### src/sv/ipm_homography_remap_unit_macros.svh
// Assertion macros shared by the homography remap unit
`ifndef IPM_HOMOGRAPHY_REMAP_UNIT_MACROS_SVH
`define IPM_HOMOGRAPHY_REMAP_UNIT_MACROS_SVH
// assert an implication on the next edge, disabled in reset
`define IPM_ASSERT_NEXT(label, clk, rst_n, ante, cons) \
    label: assert property (@(posedge clk) disable iff (!rst_n) (ante) |=> (cons)) \
        else $error("ipm assertion failed");
// assert a same-cycle implication, disabled in reset
`define IPM_ASSERT_NOW(label, clk, rst_n, ante, cons) \
    label: assert property (@(posedge clk) disable iff (!rst_n) (ante) |-> (cons)) \
        else $error("ipm assertion failed");
`endif

### src/sv/ipm_pkg.sv
// Package of types and constants for the homography remap unit
package ipm_pkg;
    localparam int OUT_WIDTH  = 1024;
    localparam int OUT_HEIGHT = 1024;
    localparam int SRC_WIDTH  = 2048;
    localparam int SRC_HEIGHT = 2048;
    localparam int NUM_REGS   = 8;
    localparam int COEF_W     = 32;
    localparam int ACC_W      = 46;
    // quotient bits resolved by the divider chain (covers 2^44/2^0 range)
    localparam int Q_W        = 46;
    localparam int RES_W      = 11;

    localparam logic [2:0] REG_X_COL   = 3'd0;
    localparam logic [2:0] REG_X_ROW   = 3'd1;
    localparam logic [2:0] REG_X_CONST = 3'd2;
    localparam logic [2:0] REG_Y_COL   = 3'd3;
    localparam logic [2:0] REG_Y_ROW   = 3'd4;
    localparam logic [2:0] REG_Y_CONST = 3'd5;
    localparam logic [2:0] REG_W_COL   = 3'd6;
    localparam logic [2:0] REG_W_ROW   = 3'd7;

    typedef struct packed {
        logic [9:0] out_col;
        logic [9:0] out_row;
    } t_in_item;

    typedef struct packed {
        logic [RES_W-1:0] src_x;
        logic [RES_W-1:0] src_y;
        logic             inside_res;
    } t_out_item;

    // data handed from cell to cell in the divider chain
    typedef struct packed {
        logic             vld;
        logic             ok;
        logic [Q_W:0]     rem_x;   // partial remainder
        logic [Q_W:0]     rem_y;
        logic [Q_W-1:0]   num_x;   // dividend bits still to shift in
        logic [Q_W-1:0]   num_y;
        logic [Q_W-1:0]   den2;    // 2*den
        logic [Q_W-1:0]   q_x;
        logic [Q_W-1:0]   q_y;
    } t_div_lane;
endpackage

### src/sv/ipm_div_cell.sv
// One restoring division cell: resolves one quotient bit of x and y
module ipm_div_cell (
    input  logic               i_clk,
    input  logic               i_rst_n,
    input  ipm_pkg::t_div_lane i_lane,
    output ipm_pkg::t_div_lane o_lane
);
    localparam int W = ipm_pkg::Q_W;
    logic [W:0] tx, ty, dx, dy;
    ipm_pkg::t_div_lane n_lane;

    always_comb begin
        n_lane = i_lane;
        tx = {i_lane.rem_x[W-1:0], i_lane.num_x[W-1]};
        ty = {i_lane.rem_y[W-1:0], i_lane.num_y[W-1]};
        dx = tx - {1'b0, i_lane.den2};
        dy = ty - {1'b0, i_lane.den2};
        n_lane.rem_x = dx[W] ? tx : dx;
        n_lane.rem_y = dy[W] ? ty : dy;
        n_lane.num_x = {i_lane.num_x[W-2:0], 1'b0};
        n_lane.num_y = {i_lane.num_y[W-2:0], 1'b0};
        n_lane.q_x   = {i_lane.q_x[W-2:0], ~dx[W]};
        n_lane.q_y   = {i_lane.q_y[W-2:0], ~dy[W]};
    end

    always_ff @(posedge i_clk) begin
        if (!i_rst_n) begin
            o_lane.vld <= 1'b0;
            o_lane[$bits(o_lane)-2:0] <= n_lane[$bits(n_lane)-2:0];
        end else begin
            o_lane <= n_lane;
        end
    end
endmodule
### config.mk
export PLATFORM = sky130hd
export DESIGN_NAME = ipm_div_cell
export DESIGN_NICKNAME = d
export VERILOG_FILES = /design/src/sv/ipm_homography_remap_unit_macros.svh /design/src/sv/ipm_pkg.sv /design/src/sv/ipm_div_cell.sv
export SDC_FILE = /design/constraint.sdc
export NUM_CORES = 1
export LEC_CHECK = 0
export ABC_CLOCK_PERIOD_IN_PS = 5100
export BUFFER_PORTS_ARGS = -buffer_cell sky130_fd_sc_hd__clkbuf_2
export CORE_AREA = 2 2 252 254
export CTS_BUF_LIST = sky130_fd_sc_hd__clkbuf_4 sky130_fd_sc_hd__clkbuf_8
export DETAILED_ROUTE_END_ITERATION = 8
export DIE_AREA = 0 0 254 256
export PLACE_DENSITY = 0.44
export SLEW_MARGIN = 20
export SYNTH_ARGS = -nofsm -noshare
export SYNTH_HDL_FRONTEND = slang
export SYNTH_SLANG_ARGS = --single-unit
### constraint.sdc
create_clock -name i_clk -period 5.1 [get_ports i_clk]
set_clock_uncertainty 0.15 [all_clocks]
set_input_delay 1.02 -clock i_clk [delete_from_list [all_inputs] [get_ports i_clk]]
set_output_delay 1.02 -clock i_clk [all_outputs]
set_load 0.01 [all_outputs]
; Word level (Yosys, flattened, before mapping)
; Index checks and enable logic that the tools add are counted.
[classes]
add_sub_neg = 2
n_mux = 2
bitwise_logic = 2
[op_table]
columns = operator, count
row1 = $mux W47, 2
row2 = $sub A47 B46 Y47, 2
row3 = $not A1 Y1, 2
[totals]
reg_bits = 326
input_bits = 328

; Logic depth before layout (Yosys ltp)
; Gate-level depths: netlist of the first run.
[logic_depth]
depth_word = 2
mapped_depth = 17

; Worst setup path before layout of the first run
; Ideal clock, no wire load.
[synth_timing]
path_kind = input to register
startpoint = in i_lane[183] (netlist name)
endpoint = reg o_lane[273] (netlist name)
t_arrival_ns = 3.948
t_required_ns = 4.821
path_slack_ns = 0.873
stages = 16
path_buffers = 3
cell_sequence = inv_1 -> ha_1 -> inv_1 -> fa_1 -> a21o_1 -> a221o_1 -> o211ai_2 -> a21oi_2 -> a2111o_1 -> and3_1 -> buf_6 -> or2_1 -> buf_2 -> buf_6 -> a211oi_2 -> o211ai_2
[synth_lines]
columns = item, line_no
row1 = from (decl), ipm_div_cell.sv:5  ; input ipm_pkg::t_div_lane i_lane,
row2 = "to (signal, indexed assignment)", ipm_div_cell.sv:29  ; o_lane[$bits(o_lane)-2:0] <= n_lane[$bits(n_lane)-2:0];
row3 = to (signal assigned), ipm_div_cell.sv:31  ; o_lane <= n_lane;
row4 = to (decl), ipm_div_cell.sv:6  ; output ipm_pkg::t_div_lane o_lane

==> results of run 1 <==
-- worst paths after layout --
kind | from | endpoint | depth (start not counted)
worst max-delay path | i_lane[183] | o_lane[233] | 16
worst min-delay path | i_lane[205] | o_lane[206] | 1
-- cell usage in the layout, fill, tap and decap left out, types with 7 or more instances in the layout --
cell	netlist	layout
and3_1	9	9
clkbuf_2	0	647
ha_1	92	92
a21oi_1	113	113
dfxtp_1	324	324
o21ai_0	89	89
o21bai_1	15	15
diode_2	0	8
and2_1	7	7
or3_1	10	10
clkbuf_4	0	18
xnor2_1	43	43
inv_1	67	67
buf_4	2	20
nor2_1	82	82
clkbuf_8	0	84
nand3_1	26	26
a211oi_1	17	17
xor2_1	34	34
a31oi_1	15	15
nand2b_1	11	11
o21a_1	12	12
nand2_1	134	134
nor3_1	14	14
o21ai_1	15	15
clkinv_2	0	8
a21o_1	55	55
nand4_1	20	20
-- worst max-delay path: stages --
cell and delay, ns:
clkbuf_2 0.09, inv_1 0.05, ha_1 0.21, inv_1 0.07, fa_1 0.41, a21o_1 0.21, a221o_1 0.41, o211ai_2 0.30
a21oi_2 0.20, a2111o_1 0.42, and3_1 0.18, or2_1 0.25, buf_4 0.22, buf_4 0.23, nand2_1 0.09, o21ai_1 0.06
-- routing by layer --
layer | vias to the layer above | wire length (um) | GRT usage
li1 | 6151 | - | -
met1 | 5950 | 24500 | 0.205
met2 | 485 | 34700 | 0.370
met3 | 128 | 6190 | 0.0771
met4 | 34 | 2690 | 0.0887
met5 | - | 207 | 0
-- power groups by stage --
stage          Combinational [uW]  Clock (uW)  Sequential (uW)
6_report                     1640        2990             2890
5_1_grt                      1790        3230             2910
4_1_cts                      1670        3100             2900
3_5_place_dp                 1660           0             2940
3_3_place_gp                 1660           0             2950
2_1_floorplan                 732           0             3060
-- area by class of cell --
type / count / share of cell area
inverters: 69 / 0.0139
clock buffers: 102 / 0.0693
clock inverters: 16 / 0.00933
flip-flops and latches: 324 / 0.348
well taps: 846 / 0.0568
diodes: 8 / 0.00107
multi-input cells: 911 / 0.319
repair buffers: 668 / 0.183
-- through the flow --
step                utilization  cell area, sq um  std cells  power, uW  setup WS [ns]
floorplan                     -             12900       1353       3790          0.873
global placement          0.275             17200       2818       4610          0.349
detailed placement        0.275             17200       2818       4600          0.326
CTS                       0.298             18600       2936       7660          0.964
global route              0.299             18600       2938       7930          0.789
finish                    0.299             18600       2944       7520          0.965
-- kinds of logic (layout without fill, tap and decap cells) --
| kind of cell | Yosys count | count (layout) | synth area share |
|---|---|---|---|
| mux | 3 | 3 | 0.00252 |
| simple gates | 341 | 341 | 0.121 |
| flops | 324 | 324 | 0.503 |
| buf+inv | 118 | 855 | 0.0369 |
| compound gates | 394 | 394 | 0.192 |
| xor+xnor | 77 | 77 | 0.0523 |
| fa+ha+maj | 94 | 94 | 0.0923 |
| other cells | 1 | 10 | 0.000291 |
==> impl_results.md, run 1 <==
- CP endpoint kind: flip-flop
- Detail Placement HPWL: 58,600 um
- Reg with most FFs: o_lane
- Synthesis Warnings: 0
- Comb pwr share: 0.218
- PD cells: 403 nW/um^2
- Min Hold Slack: 0.345 ns
- CP Launch Type: input port
- Switching Fraction: 0.307
- Clock root cell: clkbuf_8
- Via count: 12,748
- Post-synth EDFFs: 0
- Core area: 62,400 sq um
- # DRC: 0
- Post-CTS Resized: 0
- CTS tree: built
- Final hold vios: 0
- Biggest regs: o_lane x324
- Initial Util: 0.207
- Chip width: 254 um
- Post-CTS Hold Buffers: 0
- Clk sinks: 324
- Flop pwr share: 0.385
- Setup_tns: 0 ns
- CTS Buf Count: 66
- Asr flop ratio synth: 0
- Vias per Instance: 4.33
- Setup-failing EPs final: 0
- Worst slew margin: 0.532
- Worst-margin pin slew: 0.702 ns
- RSZ-0062 raised after global routing: false
- Setup bufs post-CTS: 0
- Final min period: 4.14 ns
- Synthesized area per cell: 9.54 sq um
- Area contributors post-synth: dfxtp_1 50%, ha_1 8.9%, a21oi_1 4.4%
- Static leakage: 0.00927 uW
- Die Span Y: 256 um
- Worst-path fanout max: 17
- Post-synth top cells: 324 x dfxtp_1, 134 x nand2_1, 113 x a21oi_1, 92 x ha_1, 89 x o21ai_0
- I/O pin count: 654
- Most common cell in the netlist: dfxtp_1
- First-pass GRT wire length: 93,400 um
- Mapped Cells: 1,352
- Vias in the first global route: 12,985
- Worst IR Drop VDD: 0.000150 V
- Clock transition at path regs: 0.06 ns
- Row count: 92
- Crit share post-route: 0.811
- Worst Setup Path Type: in2reg
- WP data arrival: 4.46 ns
- Area grow syn2layout: 44.5%
- H-tree Lvls: 3
- Clk pwr share: 0.397
- Pint: 5210 uW
- HP Class: in2reg
- Multi-input gate area: 5940 sq um
- Mapped cell area: 12,900 sq um
- Fraction of layout cells with a size suffix above 1: 0.385
- Sequential area share after synthesis: 0.503
- Deepest clock path buffer count: 3
- Detail Route Antenna Nets: 0
- WP data required: 5.43 ns
- Antenna violations before repair: 28
- Drt total wl: 68,300 um
- Synth area leader: dfxtp_1
- Max reg flops: 324
- Status: complete, no violations
- Port Buffers: 647
- DR pass1 iterations: 5
- Total track usage: 0.203
- Library cells used by synthesis: 72
- Routed length per instance: 23.2 um
- Largest net degree at the start of global routing: 39
- Die area: 65,000 sq um
- Final Net Count: 2,462
- Register bit total from synthesis: 324
- Max Cap Viol: 0
- GP Congestion: 0.884
- GRT overflow: 0
- Dominant synthesized flop cell: dfxtp_1
- Synth top area share: 0.503
- Switching power total: 2310 uW
- Max-slew violations: 0
- Fill count: 6,797
- Register area: 6490 sq um
- DRT iter0 DRCs: 688
- Fmax: 0.242 GHz
Power figures use the tool's default switching activity.
==> run 2: changes to the inputs <==
--- a/config.mk
+++ b/config.mk
@@ -5,12 +5,12 @@
 export SDC_FILE = /design/constraint.sdc
 export NUM_CORES = 1
 export LEC_CHECK = 0
-export ABC_CLOCK_PERIOD_IN_PS = 5100
+export ABC_CLOCK_PERIOD_IN_PS = 3370
 export BUFFER_PORTS_ARGS = -buffer_cell sky130_fd_sc_hd__clkbuf_2
-export CORE_AREA = 2 2 252 254
+export CORE_AREA = 2 2 258 260
 export CTS_BUF_LIST = sky130_fd_sc_hd__clkbuf_4 sky130_fd_sc_hd__clkbuf_8
 export DETAILED_ROUTE_END_ITERATION = 8
-export DIE_AREA = 0 0 254 256
+export DIE_AREA = 0 0 260 262
 export PLACE_DENSITY = 0.44
 export SLEW_MARGIN = 20
 export SYNTH_ARGS = -nofsm -noshare
==> constraint.sdc (replaced) <==
create_clock -name i_clk -period 3.37 [get_ports i_clk]
set_clock_uncertainty 0.15 [all_clocks]
set_input_delay 0.674 -clock i_clk [delete_from_list [all_inputs] [get_ports i_clk]]
set_output_delay 0.674 -clock i_clk [all_outputs]
set_load 0.01 [all_outputs]
==> run 2 against run 1 <==
Compared with the run above: sequential cell count stayed put; die area up 4.8%; sequential power is 52% higher; worst hold slack worse by 0.26 ns; cell area rose by 26%; first-iteration DRC count fell by 18%; setup slack got worse by 0.95 ns; sequential share of layout area is 7.2 points lower; count of clock-buffer cells in the layout shrank 16; clock power increased by 41%; via count is 14% higher; combinational power rose by 97%; largest cell class is now buffers; highest routed layer unchanged.
==> impl_results.md, run 2 (same netlist as run 1, synthesis figures left out) <==
- PD cells: 504 nW/um^2
- WP data arrival: 3.77 ns
- Die area: 68,100 sq um
- Max-slew violations: 0
- Cell area after layout: 23,500 sq um
- HP Class: in2reg
- Detail Route Antenna Nets: 0
- Setup-failing EPs final: 0
- Area grow syn2layout: 82.0%
- Min Hold Slack: 0.0872 ns
- Final Net Count: 3,019
- First-pass GRT wire length: 100,000 um
- Total track usage: 0.203
- Static leakage: 0.0118 uW
- Via count: 14,593
- Register area: 6490 sq um
- Clock root cell: clkbuf_8
- Die Span Y: 262 um
- Port Buffers: 647
- Cell chain of the critical path: buf_6 -> inv_12 -> ha_4 -> inv_2 -> fa_2 -> a21o_1 -> a221o_1 -> o211ai_2 -> a21oi_4 -> a2111o_1 -> and3_4 -> or2_4 -> buf_6 -> or3_4 -> o211ai_2
- Initial Util: 0.198
- H-tree Lvls: 2
- Status: complete, no violations
- RSZ-0062 raised after global routing: true
- Vias in the first global route: 15,326
- Final min period: 3.36 ns
- Worst path top cell family by delay: compound AO/OA/AOI/OAI gates
- CP Launch Type: input port
- CTS Buf Count: 59
- Antenna violations before repair: 18
- Largest net degree at the start of global routing: 36
- Fraction of layout cells with a size suffix above 1: 0.434
- CP endpoint kind: flip-flop
- Max reg flops: 324
- CTS tree: built
- Crit share post-route: 0.997
- I/O pin count: 654
- Biggest regs: o_lane x324
- Final hold vios: 0
- DP Area: 19,700 sq um
- # DRC: 0
- Drt total wl: 72,700 um
- Worst slack, placed: -0.724 ns
- Worst-path fanout max: 8
- Clk sinks: 324
- GP Congestion: 0.900
- Detail Placement HPWL: 60,700 um
- Core area: 65,300 sq um
- Clock transition at path regs: 0.06 ns
- Chip width: 260 um
- Worst Setup Path Type: in2reg
- Worst-margin pin slew: 0.557 ns
- Final core utilization: 0.360
- Deepest clock path buffer count: 3
- Pwr Total: 11,800 uW
- Final WS setup: 0.0109 ns
- Row count: 94
- CP bufs+invs: 4
- Fill count: 6,810
- Worst slew margin: 0.628
- Most frequent cells in the layout: 645 x clkbuf_2, 355 x buf_4, 324 x dfxtp_1
- Worst IR Drop VDD: 0.000244 V
- Multi-input gate area: 6040 sq um
- Fmax: 0.298 GHz
- DR pass1 iterations: 5
- Largest stage delay, worst path: 0.40 ns
- Commonest non-fill, non-tap cell in the layout: clkbuf_2
- GRT overflow: 0
- WP data required: 3.78 ns
- Slowest cell on crit path: a2111o_1
- Vias per Instance: 4.15
- DRT iter0 DRCs: 566
- Routed length per instance: 20.7 um
- Reg with most FFs: o_lane
- Max Cap Viol: 0
[run 2: per-stage QoR]
step / instances / setup TNS [ns]
after CTS: 3506 / -0.0458
after floorplan: 1353 / -12.36
after global routing: 3511 / -0.0459
after global placement: 3172 / -42.17
after detailed placement: 3172 / -44.89
final: 3519 / 0
[run 2: path summary, 6_finish.rpt]
check,startpoint,endpoint,slack (ns),cells past startpoint
max,i_lane[183],o_lane[273],0.01,15
min,i_lane[241],o_lane[242],0.09,3
[run 2: power by group]
part	total [uW]	switching (uW)	internal, uW
Combinational	3230	1690	1540
Sequential	4390	151	4240
Clock	4220	1820	2400
Total	11800	3660	8180
[run 2: what timing repair did]
action                                 in CTS  in global routing
hold buffers                              227                  0
endpoints found under the hold margin     227                  0
setup buffers                               1                  0
pin swaps                                   0                  1
resized for setup                           0                 28
setup endpoints to repair                   2                 61
[run 2: cell type report]
type                    count  area share
diodes                     13     0.00139
clock buffers              86      0.0467
clock inverters            20     0.00996
inverters                  69      0.0117
multi-input cells         911       0.257
flip-flops and latches    324       0.276
well taps                 864      0.0460
repair buffers           1232       0.351
[run 2: metal layers]
| metal | vias to the layer above | part of all wire | global-route usage | wire length (um) |
|---|---|---|---|---|
| met5 | - | 0.00048 | 0 | 35 |
| met4 | 6 | 0.052 | 0.103 | 3780 |
| met3 | 134 | 0.059 | 0.0499 | 4330 |
| met2 | 480 | 0.50 | 0.368 | 36500 |
| met1 | 6723 | 0.39 | 0.220 | 28100 |
| li1 | 7250 | - | - | - |
